==> src/rtl/core/tiet_pkg.sv <==
// Shared types and constants for the task and interrupt execution time profiler.
// No dependencies; used by tiet_ctrl, tiet_dp and the top level.
package tiet_pkg;

    localparam int TASK_COUNT = 64;
    localparam int INT_COUNT  = 32;
    localparam int TIME_BITS  = 32;

    localparam int TASK_IDX_W = (TASK_COUNT > 1) ? $clog2(TASK_COUNT) : 1;
    localparam int IRQ_IDX_W  = (INT_COUNT > 1) ? $clog2(INT_COUNT) : 1;

    localparam int CMD_W      = 3;
    localparam int TASK_W     = 6;
    localparam int INT_W      = 8;
    localparam int WORD_W     = 32;
    localparam int CFG_DATA_W = 8;
    localparam int CFG_IDX_W  = 1;

    typedef enum logic [CMD_W-1:0] {
        CMD_SET_TASK  = 3'd0,
        CMD_READ_TASK = 3'd1,
        CMD_SET_IRQ   = 3'd2,
        CMD_READ_IRQ  = 3'd3,
        CMD_SWITCH    = 3'd4,
        CMD_ISR_START = 3'd5,
        CMD_ISR_END   = 3'd6
    } cmd_t;

    typedef enum logic [CFG_IDX_W-1:0] {
        CFG_MIN_INT = 1'd0,
        CFG_MAX_INT = 1'd1
    } cfg_idx_t;

    // Controller to datapath
    typedef struct packed {
        logic capture;  // latch the transaction and read both tables
        logic commit;   // write back, update state, load the result
    } dp_ctl_t;

endpackage

==> src/rtl/core/tiet_ctrl.sv <==
// Controller for the profiler: input/output handshake and two-state sequencer.
// Depends on tiet_pkg.
module tiet_ctrl (
    input  logic             clk,
    input  logic             rst_n,
    input  logic             in_valid,
    output logic             in_stall,
    output logic             out_valid,
    input  logic             out_stall,
    output tiet_pkg::dp_ctl_t ctl
);
    import tiet_pkg::*;

    typedef enum logic {
        ST_IDLE,
        ST_EXEC
    } state_t;

    state_t state_reg;
    state_t state_next;
    logic   out_valid_reg;
    logic   out_valid_next;
    logic   capture;
    logic   commit;

    assign in_stall  = (state_reg != ST_IDLE);
    assign capture   = (state_reg == ST_IDLE) && in_valid;
    // a finished result may only leave once the output register is free
    assign commit    = (state_reg == ST_EXEC) && (!out_valid_reg || !out_stall);
    assign out_valid = out_valid_reg;

    assign ctl.capture = capture;
    assign ctl.commit  = commit;

    always_comb
    begin
        state_next = state_reg;
        unique case (state_reg)
            ST_IDLE:
            begin
                if (capture)
                begin
                    state_next = ST_EXEC;
                end
            end
            ST_EXEC:
            begin
                if (commit)
                begin
                    state_next = ST_IDLE;
                end
            end
            default:
            begin
                state_next = ST_IDLE;
            end
        endcase

        out_valid_next = out_valid_reg;
        if (commit)
        begin
            out_valid_next = 1'b1;
        end
        else if (out_valid_reg && !out_stall)
        begin
            out_valid_next = 1'b0;
        end
    end

    always_ff @(posedge clk or negedge rst_n)
    begin
        if (!rst_n)
        begin
            state_reg     <= ST_IDLE;
            out_valid_reg <= 1'b0;
        end
        else
        begin
            state_reg     <= state_next;
            out_valid_reg <= out_valid_next;
        end
    end

endmodule

==> src/rtl/core/tiet_dp.sv <==
// Datapath for the profiler: counter memories with valid bits, time stamp,
// running task, range registers and result register. Depends on tiet_pkg.
module tiet_dp (
    input  logic                            clk,
    input  logic                            rst_n,
    input  tiet_pkg::dp_ctl_t               ctl,
    input  logic                            cfg_we,
    input  logic [tiet_pkg::CFG_IDX_W-1:0]  cfg_index,
    input  logic [tiet_pkg::CFG_DATA_W-1:0] cfg_data,
    input  logic [tiet_pkg::CMD_W-1:0]      cmd,
    input  logic [tiet_pkg::WORD_W-1:0]     now_time,
    input  logic [tiet_pkg::TASK_W-1:0]     task_id,
    input  logic [tiet_pkg::TASK_W-1:0]     next_task,
    input  logic [tiet_pkg::INT_W-1:0]      int_num,
    input  logic [tiet_pkg::WORD_W-1:0]     set_value,
    output logic [tiet_pkg::WORD_W-1:0]     read_value,
    output logic                            status
);
    import tiet_pkg::*;

    // counter memories
    logic [TIME_BITS-1:0]  task_mem [TASK_COUNT];
    logic [TIME_BITS-1:0]  irq_mem  [INT_COUNT];
    logic [TASK_COUNT-1:0] task_vld_reg;
    logic [INT_COUNT-1:0]  irq_vld_reg;

    // persistent state
    logic [INT_W-1:0]     min_int_reg;
    logic [INT_W-1:0]     max_int_reg;
    logic [TIME_BITS-1:0] stamp_reg;
    logic [TASK_W-1:0]    running_reg;

    // per-transaction registers
    cmd_t                  cmd_reg;
    logic [TASK_IDX_W-1:0] task_addr_reg;
    logic                  task_ok_reg;
    logic [IRQ_IDX_W-1:0]  irq_addr_reg;
    logic                  irq_ok_reg;
    logic [TIME_BITS-1:0]  elapsed_reg;
    logic [TIME_BITS-1:0]  now_reg;
    logic [TASK_W-1:0]     next_task_reg;
    logic [TIME_BITS-1:0]  set_value_reg;
    logic [TIME_BITS-1:0]  task_rd_reg;
    logic [TIME_BITS-1:0]  irq_rd_reg;

    // result
    logic [WORD_W-1:0] read_value_reg;
    logic [WORD_W-1:0] read_value_next;
    logic              status_reg;
    logic              status_next;

    // address decode at capture
    logic [TASK_W-1:0]     task_src;
    logic                  task_ok;
    logic [TASK_IDX_W-1:0] task_raddr;
    logic [INT_W-1:0]      irq_off;
    logic                  irq_ok;
    logic [IRQ_IDX_W-1:0]  irq_raddr;

    // write-back
    logic                 task_we;
    logic [TIME_BITS-1:0] task_wdata;
    logic                 irq_we;
    logic [TIME_BITS-1:0] irq_wdata;
    logic                 stamp_we;
    logic                 running_we;

    always_comb
    begin
        task_src   = (cmd_t'(cmd) == CMD_ISR_START) ? running_reg : task_id;
        task_ok    = (32'(task_src) < 32'(TASK_COUNT));
        task_raddr = TASK_IDX_W'(task_src);

        irq_off   = int_num - min_int_reg;
        irq_ok    = (int_num >= min_int_reg) && (int_num <= max_int_reg)
                    && (9'(irq_off) < 9'(INT_COUNT));
        irq_raddr = IRQ_IDX_W'(irq_off);
    end

    always_comb
    begin
        task_we         = 1'b0;
        task_wdata      = task_rd_reg + elapsed_reg;
        irq_we          = 1'b0;
        irq_wdata       = irq_rd_reg + elapsed_reg;
        stamp_we        = 1'b0;
        running_we      = 1'b0;
        read_value_next = '0;
        status_next     = 1'b0;
        case (cmd_reg)
            CMD_SET_TASK:
            begin
                task_we    = task_ok_reg;
                task_wdata = set_value_reg;
            end
            CMD_READ_TASK:
            begin
                read_value_next = task_ok_reg ? WORD_W'(task_rd_reg) : '0;
            end
            CMD_SET_IRQ:
            begin
                irq_we      = irq_ok_reg;
                irq_wdata   = set_value_reg;
                status_next = !irq_ok_reg;
            end
            CMD_READ_IRQ:
            begin
                read_value_next = irq_ok_reg ? WORD_W'(irq_rd_reg) : '0;
                status_next     = !irq_ok_reg;
            end
            CMD_SWITCH:
            begin
                task_we    = task_ok_reg;
                stamp_we   = 1'b1;
                running_we = 1'b1;
            end
            CMD_ISR_START:
            begin
                task_we  = task_ok_reg;
                stamp_we = 1'b1;
            end
            CMD_ISR_END:
            begin
                irq_we      = irq_ok_reg;
                stamp_we    = 1'b1;
                status_next = !irq_ok_reg;
            end
            default:
            begin
                read_value_next = '0;
            end
        endcase
    end

    // control state
    always_ff @(posedge clk or negedge rst_n)
    begin
        if (!rst_n)
        begin
            min_int_reg  <= '0;
            max_int_reg  <= INT_W'(31);
            stamp_reg    <= '0;
            running_reg  <= '0;
            task_vld_reg <= '0;
            irq_vld_reg  <= '0;
        end
        else
        begin
            if (cfg_we)
            begin
                unique case (cfg_idx_t'(cfg_index))
                    CFG_MIN_INT: min_int_reg <= cfg_data;
                    CFG_MAX_INT: max_int_reg <= cfg_data;
                    default:     min_int_reg <= min_int_reg;
                endcase
            end
            if (ctl.commit)
            begin
                if (stamp_we)
                begin
                    stamp_reg <= now_reg;
                end
                if (running_we)
                begin
                    running_reg <= next_task_reg;
                end
                if (task_we)
                begin
                    task_vld_reg[task_addr_reg] <= 1'b1;
                end
                if (irq_we)
                begin
                    irq_vld_reg[irq_addr_reg] <= 1'b1;
                end
            end
        end
    end

    // transaction capture and result register
    always_ff @(posedge clk)
    begin
        if (ctl.capture)
        begin
            cmd_reg       <= cmd_t'(cmd);
            task_addr_reg <= task_raddr;
            task_ok_reg   <= task_ok;
            irq_addr_reg  <= irq_raddr;
            irq_ok_reg    <= irq_ok;
            // stamp is stable while idle, so the difference is taken here
            elapsed_reg   <= TIME_BITS'(now_time) - stamp_reg;
            now_reg       <= TIME_BITS'(now_time);
            next_task_reg <= next_task;
            set_value_reg <= TIME_BITS'(set_value);
        end
        if (ctl.commit)
        begin
            read_value_reg <= read_value_next;
            status_reg     <= status_next;
        end
    end

    // memories: read on capture, write on commit; never in the same cycle
    always_ff @(posedge clk)
    begin
        if (ctl.commit && task_we)
        begin
            task_mem[task_addr_reg] <= task_wdata;
        end
        if (ctl.capture)
        begin
            task_rd_reg <= task_vld_reg[task_raddr] ? task_mem[task_raddr] : '0;
        end
    end

    always_ff @(posedge clk)
    begin
        if (ctl.commit && irq_we)
        begin
            irq_mem[irq_addr_reg] <= irq_wdata;
        end
        if (ctl.capture)
        begin
            irq_rd_reg <= irq_vld_reg[irq_raddr] ? irq_mem[irq_raddr] : '0;
        end
    end

    assign read_value = read_value_reg;
    assign status     = status_reg;

endmodule

==> src/rtl/core/task_and_irq_exec_time_profiler.sv <==
// Channel   Handshake           Payload
// in        in_valid/in_stall   cmd, now_time, task_id, next_task, int_num, set_value
// out       out_valid/out_stall read_value, status
// cfg       cfg_we              cfg_index, cfg_data (0 min_int_number, 1 max_int_number)
//
// Each transaction is split: the accept edge reads both counter memories,
// and the commit in ST_EXEC writes the counter back and loads the result register.
// Each counter memory has one read/write port; in_stall stays high until the commit.
// A full result register with out_stall high holds the second step.
// Reset clears all counters at once through per-entry valid bits.
// Top level of the profiler. Depends on tiet_pkg, tiet_ctrl and tiet_dp.
module task_and_irq_exec_time_profiler (
    input  logic                            clk,
    input  logic                            rst_n,
    input  logic                            in_valid,
    output logic                            in_stall,
    input  logic [tiet_pkg::CMD_W-1:0]      cmd,
    input  logic [tiet_pkg::WORD_W-1:0]     now_time,
    input  logic [tiet_pkg::TASK_W-1:0]     task_id,
    input  logic [tiet_pkg::TASK_W-1:0]     next_task,
    input  logic [tiet_pkg::INT_W-1:0]      int_num,
    input  logic [tiet_pkg::WORD_W-1:0]     set_value,
    output logic                            out_valid,
    input  logic                            out_stall,
    output logic [tiet_pkg::WORD_W-1:0]     read_value,
    output logic                            status,
    input  logic                            cfg_we,
    input  logic [tiet_pkg::CFG_IDX_W-1:0]  cfg_index,
    input  logic [tiet_pkg::CFG_DATA_W-1:0] cfg_data
);
    import tiet_pkg::*;

    dp_ctl_t ctl;

    tiet_ctrl u_ctrl (
        .clk       (clk),
        .rst_n     (rst_n),
        .in_valid  (in_valid),
        .in_stall  (in_stall),
        .out_valid (out_valid),
        .out_stall (out_stall),
        .ctl       (ctl)
    );

    tiet_dp u_dp (
        .clk        (clk),
        .rst_n      (rst_n),
        .ctl        (ctl),
        .cfg_we     (cfg_we),
        .cfg_index  (cfg_index),
        .cfg_data   (cfg_data),
        .cmd        (cmd),
        .now_time   (now_time),
        .task_id    (task_id),
        .next_task  (next_task),
        .int_num    (int_num),
        .set_value  (set_value),
        .read_value (read_value),
        .status     (status)
    );

endmodule
==> config.mk <==
export PLATFORM = sky130hd
export DESIGN_NAME = task_and_irq_exec_time_profiler
export DESIGN_NICKNAME = d
export VERILOG_FILES = /design/src/rtl/core/tiet_pkg.sv /design/src/rtl/core/tiet_ctrl.sv /design/src/rtl/core/tiet_dp.sv /design/src/rtl/core/task_and_irq_exec_time_profiler.sv
export SDC_FILE = /design/constraint.sdc
export NUM_CORES = 2
export LEC_CHECK = 0
export ABC_AREA = 1
export BUFFER_PORTS_ARGS = -buffer_cell sky130_fd_sc_hd__buf_2
export CAP_MARGIN = 15
export CORE_UTILIZATION = 65
export CTS_BUF_LIST = sky130_fd_sc_hd__clkbuf_2
export DETAILED_ROUTE_END_ITERATION = 6
export HOLD_SLACK_MARGIN = 0.08
export PLACE_DENSITY_LB_ADDON = 0.15
export REMOVE_ABC_BUFFERS = 1
export SYNTH_ARGS = -nofsm -noshare
export SYNTH_HDL_FRONTEND = slang
export SYNTH_HIERARCHICAL = 1
export SYNTH_SLANG_ARGS = --single-unit
==> constraint.sdc <==
create_clock -name clk -period 9.3 [get_ports clk]
set_input_delay 1.86 -clock clk [delete_from_list [all_inputs] [get_ports clk]]
set_output_delay 1.86 -clock clk [all_outputs]
set_load 0.1 [all_outputs]
[After elaboration in Yosys (flattened, before gate mapping)]
Memory sizes are Yosys's and may differ from the RTL's. A register that Yosys moved wholly into a read port is not among the register bits.
Index checks and enable logic that the tools add are counted.
Cells by class
  add/sub/neg operators: 4
  order comparisons: 9
  eq/ne operators: 7
  mux-type cells: 26
  bitwise operators: 4
  reductions and logical operators: 27
Operators by type and width (count)
  $mux W32: 3
  $add A32 B32 Y32: 2
  $or A64 B64 Y64: 1
  $pmux W32 S2: 1
  $or A32 B32 Y32: 1
  $sub A32 B32 Y32: 1
  $mux W1: 16
  $lt A6 B7 Y1 const B: 2
  $eq A3 B3 Y1 const B: 4
  $lt A5 B6 Y1 const B: 2
  $reduce_and A2 Y1: 6
  $logic_and A1 B1 Y1: 9
  $reduce_or A3 Y1: 3
  $ge A8 B8 Y1: 1
  $le A8 B8 Y1: 1
  $lt A8 B6 Y1 const B: 1
  $sub A8 B8 Y8: 1
  $bmux W1 S6: 1
  $demux W1 S6: 1
  $eq A3 B2 Y1 const B: 2
  $ge A6 B1 Y1 const B: 1
  $mux W6: 1
  $bmux W1 S5: 1
  $demux W1 S5: 1
  other kinds (9): 14
Word-level totals
  register bits after elaboration: 302
  memory bits (writable): 3072
  input bits: 101
  output and inout port bits: 35
  memories kept: 2
Memories
  u_dp.task_mem: words 64, width 32, read ports 1, clocked after Yosys merged registers in 1, write ports 1, RTL line tiet_dp.sv:22  | logic [TIME_BITS-1:0] task_mem [TASK_COUNT];
  u_dp.irq_mem: words 32, width 32, read ports 1, clocked after Yosys merged registers in 1, write ports 1, RTL line tiet_dp.sv:23  | logic [TIME_BITS-1:0] irq_mem [INT_COUNT];

[Logic depth before layout (Yosys ltp)]
  word-level depth: 6
  mapped depth: 16
  depth with buffers taken out: 14

[Cells and area by module]
The synthesis kept the hierarchy.
By module, submodules not included
  tiet_dp: instances 1, cells each 11805, area an instance 141459.4 sq um
  tiet_ctrl: instances 1, cells each 12, area an instance 97.6 sq um

[Least setup slack after synthesis]
OpenSTA, ideal clock, no wires.
  kind: input to register
  start point: in out_stall
  end point: mem u_dp.task_mem[0][0] (enable)
  arrival time: 4.454 ns
  data required time: 8.878 ns
  path slack: 4.424 ns
  stages: 6
  cells stage by stage: a21oi_1 > buf_4 > nand2_1 > nor2_1 > nand4_1 > nor2_1
RTL lines
  start: declaration: RTL line task_and_irq_exec_time_profiler.sv:24  | input logic out_stall,
  end: declaration: RTL line tiet_dp.sv:22

[Worst setup path in the final report]
  start point: in cmd[1] in the netlist's numbering
  end point: reg u_dp.task_rd_reg[29], read port of u_dp.task_mem (data pin)
Between the ends
  cells in the longest elaborated chain, start to end: 5
RTL lines
  start: declaration: RTL line task_and_irq_exec_time_profiler.sv:17  | input logic [tiet_pkg::CMD_W-1:0] cmd,
  $eq A3 B3 Y1 *: RTL line tiet_dp.sv:70  | task_src = (cmd_t'(cmd) == CMD_ISR_START) ? running_reg : task_id;
  $mux W6 *: RTL line tiet_dp.sv:70
  $bmux W1 S6: RTL line tiet_dp.sv:211  | task_rd_reg <= task_vld_reg[task_raddr] ? task_mem[task_raddr] : '0;
  $mux W1 (implied by the code): RTL line tiet_dp.sv:211
  $logic_not A1 Y1 (no line)
  end: declaration: RTL line tiet_dp.sv:43  | logic [TIME_BITS-1:0] task_rd_reg;
Every way passes the cells marked *; elsewhere a longest branch is shown, timed or not. The select of a mux whose other input is x is not followed.
A chain may end at the register's enable or synchronous reset.

==> impl_metrics.csv <==
group,metric,value,unit
yosys,yosysTopAreaCell,"edfxtp_1",
floorplan,die_x,469,um
clock_tree,clk_latency,2.13,ns
floorplan,io_pins,136,
yosys,muxShareOfSynthArea,0.0477,%
sta,timing.final.crit_period,5.71,ns
yosys,ys_ff_latch,3438,
sta,hold_viol_final,0,
critical_path,max_stage_delay,0.80,ns
clock_tree,cts_resized,0,
place,pre_cts_ws,2.41,ns
critical_path,worstPathArrival,7.53,ns
critical_path,path_cells,"dlygate4sd3_1 > buf_2 > inv_1 > nand3_2 > nand2_4 > nand2_8 > buf_4 > buf_4 > nand2_1 > nand3_1 > nand3_1 > nand3_1 > nand3_1 > nand3_1 > nand2_1 > nor2_1",
sta,setup-violations-final,0,
critical_path,r2r_setup_slack,4.11,ns
clock_tree,ctsRootBufferMaster,"clkbuf_2",
sta,tightest_slew,1.32,ns
grt,grt_first_pass_wirelength,624000,um
detailed_routing,drc,0,
cells_and_area,post-route-util,71.8,%
critical_path,critical_path_required,11.12,ns
critical_path,r2r-start,"u_ctrl/in_stall",
floorplan,start_util,65.7,%
yosys,synth-compound-area-share,5.25,%
yosys,synth_edf_count,3286,
critical_path,cp-end-kind,"flip-flop",
power,clockPowerShare,23.5,%
critical_path,critPathLaunchType,"input port",
floorplan,core_area,0.215,sq mm
critical_path,worst-path-buf-inv,5,
yosys,synth_cells,11800,
cells_and_area,seqCellArea,0.102,sq mm
yosys,synthAdderAreaFrac,1.02,%
hold_path,hold_path.class,"in -> reg",
clock_tree,cts_tree,"built",
sta,fin_setup_tns,0,ns
sta,timing.final.ws_setup,3.59,ns
yosys,synth_flop_cell,"edfxtp_1",
critical_path,crit_top_cell,"nand3_1",
hold_path,min_to,"u_dp/max_int_reg[7]",
yosys,synth_xor_area_share,0.377,%
power,power_density,271,mW/mm^2
flow_run,cap_viol_max_count,0,
power,seq_power_share,50.6,%
power,max-vdd-ir-drop,409,uV
critical_path,path_class,"in -> reg",
sta,max_freq,175,MHz
cells_and_area,fillCellCount,15000,
critical_path,path_max_fanout,119,
clock_tree,ctsLongestPathBuffers,4,
grt,grt_pass1_vias,97700,
clock_tree,cts_buffers,825,
outcome,status,"completed",
floorplan,fp.dieArea,0.220,sq mm
critical_path,r2r_end,"u_dp/task_mem[21][11]",
sta,finClkSkew,0.299,ns
place,hpwl,238000,um
yosys,yosys-top-cells-count,"edfxtp_1, nand2_1, nand3_1",
yosys,synthArstFlopShare,4.42,%
yosys,synth_top_family_by_area,"simple AND/OR/NAND/NOR gates",
cells_and_area,multi_input_area,0.0363,sq mm
detailed_routing,first_pass_iters,6,
yosys,netlist_area,0.142,sq mm
cells_and_area,fin_nets,12600,
yosys,yosysWarningCount,6,
detailed_routing,wire_per_inst,27.3,um
clock_tree,clkSinkCount,3438,
sta,slew_headroom,12.3,%
sta,rsz0062_at_grt,"false",
place,io_buffers,135,
grt,grt_max_degree,189,
yosys,syn_area_per_cell,12.0,sq um
power,power_switching,14900,uW
cells_and_area,area_delta_synth_final,9.34,%
critical_path,cp_top_family,"simple AND/OR/NAND/NOR gates",
clock_tree,h-tree-depth,6,
detailed_routing,wirelength,434000,um
yosys,ys_seq_area_share,72.4,%
clock_tree,path_clk_slew,0.10,ns
hold_path,hp-start,"cfg_data[7]",
grt,grt_antenna_before_repair,35,
yosys,yosys.area_share.simple,18.0,%
detailed_routing,drt_iter0_drc,15700,
detailed_routing,antenna_left,0,
cells_and_area,largest_reg_flops,2048,
cells_and_area,drive_gt1_share,15.1,%
hold_path,holdPathStages,3,
critical_path,r2r_cells,8,
place,place_congestion,0.977,
detailed_routing,viasPerCell,6.47,
critical_path,slowest_stage,"nand2_8",
grt,grt_use_total,39.2,%
power,comb_power_share,25.9,%
detailed_routing,vias,103000,
yosys,netlist_top_cells_area,"edfxtp_1, nand3_1, nand2_1",
power,swShare,35.5,%
yosys,yosysTopAreaCellShare,69.7,%
sta,slew_viol_final,0,
floorplan,chipHeight,469,um
power,p_int,27000,uW
power,leakage,0.0561,uW
grt,overflow,0,
floorplan,rows,170,
yosys,yosysUniqueCellTypes,44,
sta,fin_crit_sh,61.4,%
yosys,yosysMostFrequentCell,"edfxtp_1",
==> placed cells by master, fill, tap and decap left out, types with 97 or more instances in the layout <==
cell type / netlist / layout
buf_2: 296 / 134
nand3_1: 2312 / 2312
buf_4: 16 / 238
nand2_1: 2577 / 2568
dfrtp_1: 147 / 147
edfxtp_1: 3286 / 3286
nor2_4: 0 / 97
o21ai_0: 734 / 685
nor2_1: 858 / 759
inv_1: 235 / 227
ha_1: 109 / 108
o221ai_1: 130 / 130
clkinv_1: 2 / 191
a21oi_1: 237 / 236
clkbuf_2: 0 / 1224
==> tightest hold or removal path: cells and delay by family <==
| kind | cells | cell delay [ns] |
|---|---|---|
| buffers and inverters | 2 | 0.19 |
| AO/OA/AOI/OAI | 1 | 0.09 |
==> power by group through the flow <==
stage	clock network, uW	registers (uW)	logic [uW]
after floorplan	0	21800	6360
after global placement	0	21500	9960
after detailed placement	0	21500	10300
after CTS	9930	21200	10300
after global routing	10700	21200	11500
final	9840	21200	10800
==> cell type report <==
type	count	share of cell area, %
clock inverter	254	0.896
clock buffer	1224	3.96
sequential	3438	66.2
timing repair buffer	486	2.56
antenna	18	0.0291
tap	2838	2.29
multi-input combinational	7411	23.4
inverter	239	0.601
==> kinds of logic after synthesis <==
family / Yosys count
adder cells (fa/ha/maj): 113
XOR/XNOR: 60
AO/OA/AOI/OAI: 1310
AND/OR/NAND/NOR: 5922
flip-flops: 3438
buffers and inverters: 968
multiplexers: 6
==> routing by layer <==
layer | vias up | GRT usage [%] | wire [um]
met3 | 1245 | 10.4 | 62800
met5 | - | 0 | 86
met1 | 49300 | 56.2 | 161000
li1 | 44300 | - | -
met2 | 8013 | 56.3 | 189000
met4 | 12 | 18.7 | 21300
==> worst max path at each step <==
| stage | from | endpoint | slack, ns | cells past startpoint |
|---|---|---|---|---|
| finish | cmd[1] | u_dp/task_rd_reg[29] | 3.59 | 16 |
| global route | cmd[1] | u_dp/task_rd_reg[29] | 3.67 | 16 |
| global placement | cmd[1] | u_dp/task_rd_reg[29] | 2.54 | 15 |
| CTS | cmd[1] | u_dp/task_rd_reg[29] | 3.97 | 16 |
| floorplan | int_num[0] | u_dp/irq_rd_reg[0] | -17.17 | 9 |
| detailed placement | cmd[1] | u_dp/task_rd_reg[29] | 2.41 | 15 |
==> what timing repair did <==
action | CTS | global route
buffers inserted | 0 | 0
hold buffers | 78 | 0
endpoints found under the hold margin | 126 | 0
==> metrics by stage <==
| step | instance area [sq um] | power (uW) | hold WS [ns] | std cells |
|---|---|---|---|---|
| 3_3_place_gp | 146000 | 31500 | 0.439 | 14300 |
| 6_report | 155000 | 41900 | 0.270 | 15900 |
| 5_1_grt | 155000 | 43400 | 0.0436 | 15900 |
| 3_5_place_dp | 146000 | 31800 | 0.445 | 14300 |
| 4_1_cts | 155000 | 41400 | 0.0855 | 15900 |
| 2_1_floorplan | 138000 | 28200 | 0.427 | 11100 |
Note: power is estimated with default switching activity, not from simulation.
